`src/diff_drive_dual_pi_speed_control_defines.svh`:
```
// Assertion macros for the differential-drive speed controller.
// Included by the top level; needs nothing else.
`ifndef DIFF_DRIVE_DUAL_PI_SPEED_CONTROL_DEFINES_SVH
`define DIFF_DRIVE_DUAL_PI_SPEED_CONTROL_DEFINES_SVH

// Same-cycle implication under synchronous reset.
`define DDPI_ASSERT_NOW(label, clk, rst, ante, cons, msg) \
  label: assert property (@(posedge clk) disable iff (rst) (ante) |-> (cons)) \
    else $error(msg);

// Next-cycle implication under synchronous reset.
`define DDPI_ASSERT_NEXT(label, clk, rst, ante, cons, msg) \
  label: assert property (@(posedge clk) disable iff (rst) (ante) |=> (cons)) \
    else $error(msg);

`endif

```
`src/ddpi_pkg.sv`:
```
// Shared types, constants and the microprogram of the speed controller.
// Depends on nothing; every module imports it.
`default_nettype none

package ddpi_pkg;

  localparam int FRAC_BITS_DEF      = 16;
  localparam int PWM_FULL_SCALE_DEF = 1024;

  localparam int CFG_ADDR_W = 4;
  localparam int CFG_DATA_W = 32;
  localparam int OPND_W     = 33;
  localparam int PROD_W     = 2 * OPND_W;

  localparam logic [30:0] PROP_GAIN_RST        = 31'd524;
  localparam logic [30:0] INTEG_GAIN_RST       = 31'd1311;
  localparam logic [30:0] INTEGRAL_LIMIT_RST   = 31'd3276800;
  localparam logic [15:0] OUTPUT_LIMIT_RST     = 16'd32768;
  localparam logic [30:0] SPEED_TO_RPM_RST     = 31'd6327850;
  localparam logic [30:0] HALF_TRACK_RST       = 31'd9005;
  localparam logic [30:0] LEFT_COUNT_GAIN_RST  = 31'd68267;
  localparam logic [30:0] RIGHT_COUNT_GAIN_RST = 31'd136533;

  typedef enum logic [CFG_ADDR_W-1:0] {
    REG_PROP_GAIN,
    REG_INTEG_GAIN,
    REG_INTEGRAL_LIMIT,
    REG_OUTPUT_LIMIT,
    REG_SPEED_TO_RPM,
    REG_HALF_TRACK,
    REG_LEFT_COUNT_GAIN,
    REG_RIGHT_COUNT_GAIN
  } cfg_index_t;

  typedef struct packed {
    logic signed [31:0] ref_forward_speed;
    logic signed [31:0] ref_turn_rate;
    logic [11:0]        left_hall_count;
    logic [11:0]        right_hall_count;
  } cmd_t;

  typedef struct packed {
    logic [10:0] left_duty;
    logic [10:0] right_duty;
    logic        left_clamped;
    logic        right_clamped;
  } result_t;

  typedef struct packed {
    logic [CFG_ADDR_W-1:0] reg_index;
    logic [CFG_DATA_W-1:0] reg_value;
  } cfg_write_t;

  typedef struct packed {
    logic [30:0] prop_gain;
    logic [30:0] integ_gain;
    logic [30:0] integral_limit;
    logic [15:0] output_limit;
    logic [30:0] speed_to_rpm;
    logic [30:0] half_track;
    logic [30:0] left_count_gain;
    logic [30:0] right_count_gain;
  } cfg_regs_t;

  typedef enum logic {WHEEL_LEFT, WHEEL_RIGHT} wheel_t;

  typedef enum logic [2:0] {
    MA_HALF_TRACK,
    MA_SPEED_TO_RPM,
    MA_LEFT_COUNT_GAIN,
    MA_RIGHT_COUNT_GAIN,
    MA_SAMPLE_TIME,
    MA_PROP_GAIN,
    MA_INTEG_GAIN,
    MA_PWM_SCALE
  } mul_a_sel_t;

  typedef enum logic [2:0] {
    MB_TURN,
    MB_T0,
    MB_T1,
    MB_T2,
    MB_LEFT_COUNT,
    MB_RIGHT_COUNT,
    MB_ERR,
    MB_INTEG
  } mul_b_sel_t;

  typedef enum logic [3:0] {
    ALU_NOP,
    ALU_SHSAT,
    ALU_SAT,
    ALU_ADD,
    ALU_SUB,
    ALU_INTEG,
    ALU_OUTP,
    ALU_OUTI,
    ALU_CLAMP,
    ALU_DUTY
  } alu_op_t;

  typedef enum logic [1:0] {X_FWD, X_T1, X_T2} x_sel_t;
  typedef enum logic {Y_T0, Y_T3} y_sel_t;
  typedef enum logic [1:0] {D_T0, D_T1, D_T2, D_T3} dst_t;
  typedef enum logic [1:0] {SQ_NEXT, SQ_LOOP, SQ_FINISH} seq_op_t;

  typedef struct packed {
    seq_op_t    seq_op;
    logic       mul_en;
    mul_a_sel_t mul_a;
    mul_b_sel_t mul_b;
    alu_op_t    alu_op;
    x_sel_t     x_sel;
    y_sel_t     y_sel;
    dst_t       dst;
    logic       neg;
  } ucode_t;

  typedef struct packed {
    logic   load;
    wheel_t wheel;
    ucode_t uc;
  } dp_ctrl_t;

  typedef struct packed {
    logic busy;
    logic done;
  } seq_status_t;

  localparam int UCODE_LEN = 18;
  localparam int STEP_W    = $clog2(UCODE_LEN);
  localparam logic [STEP_W-1:0] STEP_WHEEL = STEP_W'(10);

  localparam ucode_t UCODE_NOP = '{
    seq_op: SQ_NEXT, mul_en: 1'b0, mul_a: MA_HALF_TRACK, mul_b: MB_TURN,
    alu_op: ALU_NOP, x_sel: X_FWD, y_sel: Y_T0, dst: D_T0, neg: 1'b0
  };

  // Steps before STEP_WHEEL form the kinematics and the errors of both wheels.
  // The wheel routine then runs once per wheel, the loop step switching wheels.
  function automatic ucode_t ucode_rom(input logic [STEP_W-1:0] step);
    ucode_t w;
    w = UCODE_NOP;
    unique case (step)
      STEP_W'(0): begin
        w.mul_en = 1'b1; w.mul_a = MA_HALF_TRACK; w.mul_b = MB_TURN;
      end
      STEP_W'(1): begin
        w.alu_op = ALU_SHSAT; w.dst = D_T0;
      end
      STEP_W'(2): begin
        w.alu_op = ALU_SUB; w.x_sel = X_FWD; w.y_sel = Y_T0; w.dst = D_T1;
      end
      STEP_W'(3): begin
        w.alu_op = ALU_ADD; w.x_sel = X_FWD; w.y_sel = Y_T0; w.dst = D_T2;
        w.mul_en = 1'b1; w.mul_a = MA_SPEED_TO_RPM; w.mul_b = MB_T1;
      end
      STEP_W'(4): begin
        w.alu_op = ALU_SHSAT; w.neg = 1'b1; w.dst = D_T1;
        w.mul_en = 1'b1; w.mul_a = MA_SPEED_TO_RPM; w.mul_b = MB_T2;
      end
      STEP_W'(5): begin
        w.alu_op = ALU_SHSAT; w.dst = D_T2;
        w.mul_en = 1'b1; w.mul_a = MA_LEFT_COUNT_GAIN; w.mul_b = MB_LEFT_COUNT;
      end
      STEP_W'(6): begin
        w.alu_op = ALU_SAT; w.dst = D_T3;
        w.mul_en = 1'b1; w.mul_a = MA_RIGHT_COUNT_GAIN; w.mul_b = MB_RIGHT_COUNT;
      end
      STEP_W'(7): begin
        w.alu_op = ALU_SAT; w.dst = D_T0;
      end
      STEP_W'(8): begin
        w.alu_op = ALU_SUB; w.x_sel = X_T1; w.y_sel = Y_T3; w.dst = D_T1;
      end
      STEP_W'(9): begin
        w.alu_op = ALU_SUB; w.x_sel = X_T2; w.y_sel = Y_T0; w.dst = D_T2;
      end
      STEP_W'(10): begin
        w.mul_en = 1'b1; w.mul_a = MA_SAMPLE_TIME; w.mul_b = MB_ERR;
      end
      STEP_W'(11): begin
        w.alu_op = ALU_INTEG;
        w.mul_en = 1'b1; w.mul_a = MA_PROP_GAIN; w.mul_b = MB_ERR;
      end
      STEP_W'(12): begin
        w.alu_op = ALU_OUTP;
        w.mul_en = 1'b1; w.mul_a = MA_INTEG_GAIN; w.mul_b = MB_INTEG;
      end
      STEP_W'(13): begin
        w.alu_op = ALU_OUTI;
      end
      STEP_W'(14): begin
        w.alu_op = ALU_CLAMP; w.dst = D_T0;
      end
      STEP_W'(15): begin
        w.mul_en = 1'b1; w.mul_a = MA_PWM_SCALE; w.mul_b = MB_T0;
      end
      STEP_W'(16): begin
        w.alu_op = ALU_DUTY; w.seq_op = SQ_LOOP;
      end
      STEP_W'(17): begin
        w.seq_op = SQ_FINISH;
      end
      default: begin
        w.seq_op = SQ_FINISH;
      end
    endcase
    return w;
  endfunction

endpackage

`default_nettype wire

```
`src/ddpi_sequencer.sv`:
```
// Microcode sequencer: step counter, wheel select and the control ROM.
// Depends on ddpi_pkg.
`default_nettype none

module ddpi_sequencer (
  input  logic                  clk,
  input  logic                  rst,
  input  logic                  start,
  input  logic                  out_free,
  output ddpi_pkg::dp_ctrl_t    ctrl,
  output ddpi_pkg::seq_status_t status
);
  import ddpi_pkg::*;

  logic              busy;
  logic [STEP_W-1:0] step;
  wheel_t            wheel;
  ucode_t            word;

  assign word          = busy ? ucode_rom(step) : UCODE_NOP;
  assign ctrl.load     = start;
  assign ctrl.wheel    = wheel;
  assign ctrl.uc       = word;
  assign status.busy   = busy;
  assign status.done   = busy && (word.seq_op == SQ_FINISH) && out_free;

  always_ff @(posedge clk) begin
    if (rst) begin
      busy  <= 1'b0;
      step  <= '0;
      wheel <= WHEEL_LEFT;
    end else if (start) begin
      busy  <= 1'b1;
      step  <= '0;
      wheel <= WHEEL_LEFT;
    end else if (busy) begin
      unique case (word.seq_op)
        SQ_NEXT: step <= step + 1'b1;
        SQ_LOOP: begin
          if (wheel == WHEEL_LEFT) begin
            wheel <= WHEEL_RIGHT;
            step  <= STEP_WHEEL;
          end else begin
            step <= step + 1'b1;
          end
        end
        SQ_FINISH: begin
          if (out_free) begin
            busy <= 1'b0;
          end
        end
        default: busy <= 1'b0;
      endcase
    end
  end

endmodule

`default_nettype wire

```
`config.mk`:
```
export PLATFORM = sky130hd
export DESIGN_NAME = ddpi_sequencer
export DESIGN_NICKNAME = d
export VERILOG_FILES = /design/src/diff_drive_dual_pi_speed_control_defines.svh /design/src/ddpi_pkg.sv /design/src/ddpi_sequencer.sv
export SDC_FILE = /design/constraint.sdc
export NUM_CORES = 1
export LEC_CHECK = 0
export ABC_AREA = 1
export BUFFER_PORTS_ARGS = -buffer_cell sky130_fd_sc_hd__buf_4
export CORE_MARGIN = 2
export CORE_UTILIZATION = 30
export CTS_CLUSTER_SIZE = 8
export DETAILED_ROUTE_END_ITERATION = 12
export PLACE_DENSITY = 0.63
export SYNTH_ARGS = -nofsm -noshare
export SYNTH_HDL_FRONTEND = slang
export SYNTH_SLANG_ARGS = --single-unit
```
`constraint.sdc`:
```
create_clock -name clk -period 2.3 [get_ports clk]
set_clock_uncertainty 0.2 [all_clocks]
set_input_delay 0.115 -clock clk [delete_from_list [all_inputs] [get_ports clk]]
set_output_delay 0.115 -clock clk [all_outputs]
set_load 0.01 [all_outputs]
```
# Yosys cells after proc, flatten, opt, wreduce, memory -nomap -nowiden
# Cells that the tools add are included.
# word_totals
out_inout_bits	23
ff_bits	7
input_bits	4
# classes
reduce_logical	15
addsub	1
eq_ne	18
n_mux	13
# op_table
cell	count
$pmux W7 S9	1
$eq A5 B4 Y1 const B	8
$pmux W4 S9	1
$eq A5 B3 Y1 const B	4
$mux W19	1
$reduce_or A16 Y1	1
$reduce_or A3 Y1	4
$eq A5 B2 Y1 const B	2
$pmux W5 S2	1
$pmux W2 S3	1
$pmux W3 S2	1
$reduce_or A2 Y1	3
$add A5 B1 Y5 const B	1
$eq A5 B1 Y1 const B	1
$eq A5 B5 Y1 const B	1
$logic_not A5 Y1	1
$mux W5	1
$mux W1	4
$pmux W2 S2	1
$reduce_and A2 Y1	2
$eq A2 B1 Y1 const B	1
$eq A2 B2 Y1 const B	1
$logic_and A1 B1 Y1	2
$logic_not A2 Y1	1
other kinds (2)	2

# Longest topological paths before layout
# depth
word_depth	9
mapped_depth	12
ltp_nobuf	12

# Worst setup path before layout
# OpenSTA, ideal clock, no wires.
# synth_path
path_kind	reg2reg
startpoint	register step[0]
endpoint	register step[4]
stages_incl_launch_ff	13
setup_ns	0.113
t_required_ns	1.987
t_arrival_ns	1.480
setup_slack_ns	0.507
cell_sequence	dfxtp_1 inv_1 ha_1 inv_1 nor2_1 nand2_1 nand2_1 nor2_4 nand3_4 nand2_4 inv_2 nor2_1 nor2_1
# synth_via
elab_chain_cells	7
# synth_lines
item	line_no	source
start, declared	ddpi_sequencer.sv:16	logic [STEP_W-1:0] step;
start signal, assigned	ddpi_sequencer.sv:38	SQ_NEXT: step <= step + 1'b1;
start signal, assigned	ddpi_sequencer.sv:44	step <= step + 1'b1;
$eq A5 B4 Y1, or another cell as far along	ddpi_pkg.sv:144	unique case (step)
$reduce_or A16 Y1 (no source line)	-	
$pmux W2 S2	ddpi_pkg.sv:144	
$mux W19	ddpi_sequencer.sv:20	assign word = busy ? ucode_rom(step) : UCODE_NOP;
$eq A2 B1 Y1 or $logic_not A2 Y1 (tied branches)	ddpi_sequencer.sv:37	unique case (word.seq_op)
$reduce_bool A2 Y1 (no source line)	-	
$reduce_and A2 Y1 (no source line)	-	
# Several ways; a longest one is shown, not always the timed one.
# A chain may end at the register's enable or synchronous reset.

==> impl_metrics.py <==
metrics = {
    "yosys": {
        "synth_top_area_cell": "dfxtp_1",
        "synth-xor-area-share_pct": 1.03,
        "synth_area_per_cell_um2": 6.10,
        "synth_top_family_by_area": "simple AND/OR/NAND/NOR gates",
        "synth_top_area_share_pct": 16.5,
        "syn_inst": 139,
        "synth-simple-area-share_pct": 46.8,
        "synth_edf_count": 0,
        "ys.flop_type": "dfxtp_1",
        "yosys-top-cells-area": "dfxtp_1, nor2_1, nand2_1",
        "synth_seq_cells": 7,
        "yosysUniqueCellTypes": 29,
        "syn-num-nets": 148,
        "yosys.area_share.adder_pct": 7.37,
        "ys_seq_area_share_pct": 16.5,
        "syn_area_um2": 848,
        "yosysMostFrequentCell": "nor2_1",
        "synth_compound_area_share_pct": 13.6,
        "synth.area.mux_share_pct": 0,
        "async_reset_ff_share_pct": 0,
        "synth_common_cells": "nor2_1, nand2_1, inv_1",
        "yosys_warnings": 0,
    },
    "layout": {
        "seq_area_um2": 143,
        "fillers": 293,
        "layoutNonFillerInstCount": 197,
        "diodes": 0,
        "finalInstanceArea_um2": 1100,
        "multiInputGateArea_um2": 588,
        "drive_above_1_share_pct": 36.1,
        "nNetsFinal": 176,
        "area_delta_synth_final_pct": 30.1,
    },
    "timing": {
        "slew_headroom_pct": 77.2,
        "setup_viol": 0,
        "fin_setup_tns_ns": 0,
        "fmax_mhz": 465,
        "post-route-min-period_ns": 2.15,
        "worst_slew_pin_slew_ns": 0.341,
        "finalHoldViolCount": 0,
        "timing.final.crit_share_pct": 93.4,
        "timing.hold.ws_ns": 0.0223,
        "rsz0062_at_grt": "no",
        "slew_violations": 0,
    },
    "pwr": {
        "p_switching_w": 0.000114,
        "ir_drop_mv": 0.290,
        "swShare_pct": 33.0,
        "intPower_w": 0.000232,
        "leakage_nw": 0.571,
        "clkPwrFrac_pct": 32.3,
        "finalPower_w": 0.000346,
        "seqPwrFrac_pct": 38.8,
        "p_comb_share_pct": 28.9,
        "power_density_nw_per_um2": 313,
    },
    "route": {
        "wl_per_cell_um": 10.6,
        "wl_met1_um": 994,
        "top_layer": "met4",
        "routed_via_density": 4.74,
        "drtPass1Iterations": 4,
        "drt_iter0_drc": 11,
        "routed_wl_um": 2090,
        "drc": 0,
        "ant_nets": 0,
        "wl_met3_um": 94,
        "wl_met2_um": 960,
        "num_vias": 934,
    },
    "floorplanning": {
        "die_area_um2": 3270,
        "die_w_um": 57.2,
        "pin_count": 27,
        "fp.dieH_um": 57.2,
        "start_util_pct": 31.3,
        "rows": 19,
        "core_area_um2": 2710,
    },
    "run": {
        "maxCapViolCount": 0,
    },
    "clock_network": {
        "cts_tree": "built",
        "cts_sinks": 7,
        "numCtsBuffers": 3,
        "cts_root_buf": "clkbuf_4",
        "clock_latency_ns": 0.25,
        "clk_pin_slew_ns": 0.05,
        "cts_buffer_depth": 2,
        "cts_htree_levels": 1,
    },
    "setup_path": {
        "crit_required_ns": 1.99,
        "cp_max_fo": 7,
        "cp-start-kind": "register",
        "arrival_ns": 1.83,
        "critical_path_class": "reg -> out",
        "endpoint_kind": "primary output",
    },
    "placed_design": {
        "gp_congestion": 0.904,
        "dpl-instance-area_um2": 1040,
        "place_inst": 190,
        "portBuffers": 26,
        "dpl.hpwl_um": 1800,
    },
    "global_route": {
        "grt_pass1_wl_um": 3560,
        "grt_overflow": 0,
        "grt_pass1_vias": 849,
        "antenna_found_initial": 0,
        "track_usage_pct": 13.2,
        "grt_max_degree": 18,
    },
    "status": {
        "outcome": "complete, no violations",
    },
    "worst_hold_path": {
        "min_path_type": "in -> reg",
    },
}
[layer usage]
layer | vias up | global-route usage (%)
met1 | 411 | 18.0
li1 | 494 | -
met2 | 25 | 21.8
met3 | 4 | 0.907
met5 | - | 0
met4 | 0 | 5.32
[layout by cell type (no fill, tap or decap), drive strengths merged]
cell type | synthesis | layout
o21ai | 3 | 3
xnor2 | 1 | 1
ha | 5 | 5
clkinv | 2 | 3
nand3 | 11 | 11
o21bai | 1 | 1
nor3 | 3 | 3
a21oi | 6 | 6
clkbuf | 1 | 3
or2 | 2 | 2
nor2 | 34 | 34
inv | 20 | 20
nand2 | 28 | 28
a31oi | 7 | 7
dfxtp | 7 | 7
o21a | 2 | 2
dlygate4sd3 | 0 | 2
nand4 | 1 | 1
buf | 5 | 27
[cell families (layout without fill, tap and decap cells)]
kind of cell               after synthesis  after routing
buffers and inverters                   28             55
and+or+nand+nor                         79             79
xor gates and xnor gates                 1              1
adders and majority gates                5              5
DFF                                      7              7
AOI/OAI and AO/OA                       19             19
[flip-flops by register name (all words and copies together) (netlist names)]
name / cells
busy: 1
wheel: 1
step: 5
[stage by stage]
stage / utilization [%] / worst slack (ns)
after detailed placement: 38.4 / 0.266
after global placement: 38.4 / 0.324
after CTS: 40.2 / 0.00464
after global routing: 40.7 / 0.00345
after floorplan: - / 0.507
final: 40.7 / 0.152
[repair_timing]
item,CTS,global route
hold endpoints to repair,6,0
setup endpoints to repair,0,7
resized for setup,0,4
hold buffers,2,0
buffers inserted,0,1
[power by group through the flow]
| stage | sequential [W] | clock (W) | combinational, W |
|---|---|---|---|
| floorplan | 0.000134 | 0 | 0.0000723 |
| global placement | 0.000136 | 0 | 0.0000956 |
| detailed placement | 0.000136 | 0 | 0.0000965 |
| CTS | 0.000134 | 0.000116 | 0.0000995 |
| global route | 0.000135 | 0.000119 | 0.000112 |
| finish | 0.000134 | 0.000112 | 0.0000999 |
[worst max-delay path, cell delays in order, from the launching register on]
cell     delay (ns)
dfxtp_2        0.34
inv_1          0.10
ha_2           0.23
inv_1          0.05
nor2_1         0.24
nand2_2        0.17
nand3_2        0.13
nor2_4         0.05
nand4_1        0.11
nor2_1         0.05
buf_4          0.13
[final cells by class]
class                      instances  area share, %
timing repair buffer              29           20.2
sequential                         7           12.9
inverter                          22           7.60
clock buffer                       3           2.04
clock inverter                     1          0.454
tap                               31           3.51
multi-input combinational        104           53.3
[worst paths after layout]
path,startpoint,endpoint,slack (ns),cells past startpoint
worst min-delay path,out_free,busy,0.02,4
worst min register to register,step[0],step[0],0.30,2
worst max register to register,step[0],step[1],0.34,11
worst max-delay path,step[0],status[0],0.15,10
No activity file was read; power rests on OpenSTA's default activity.
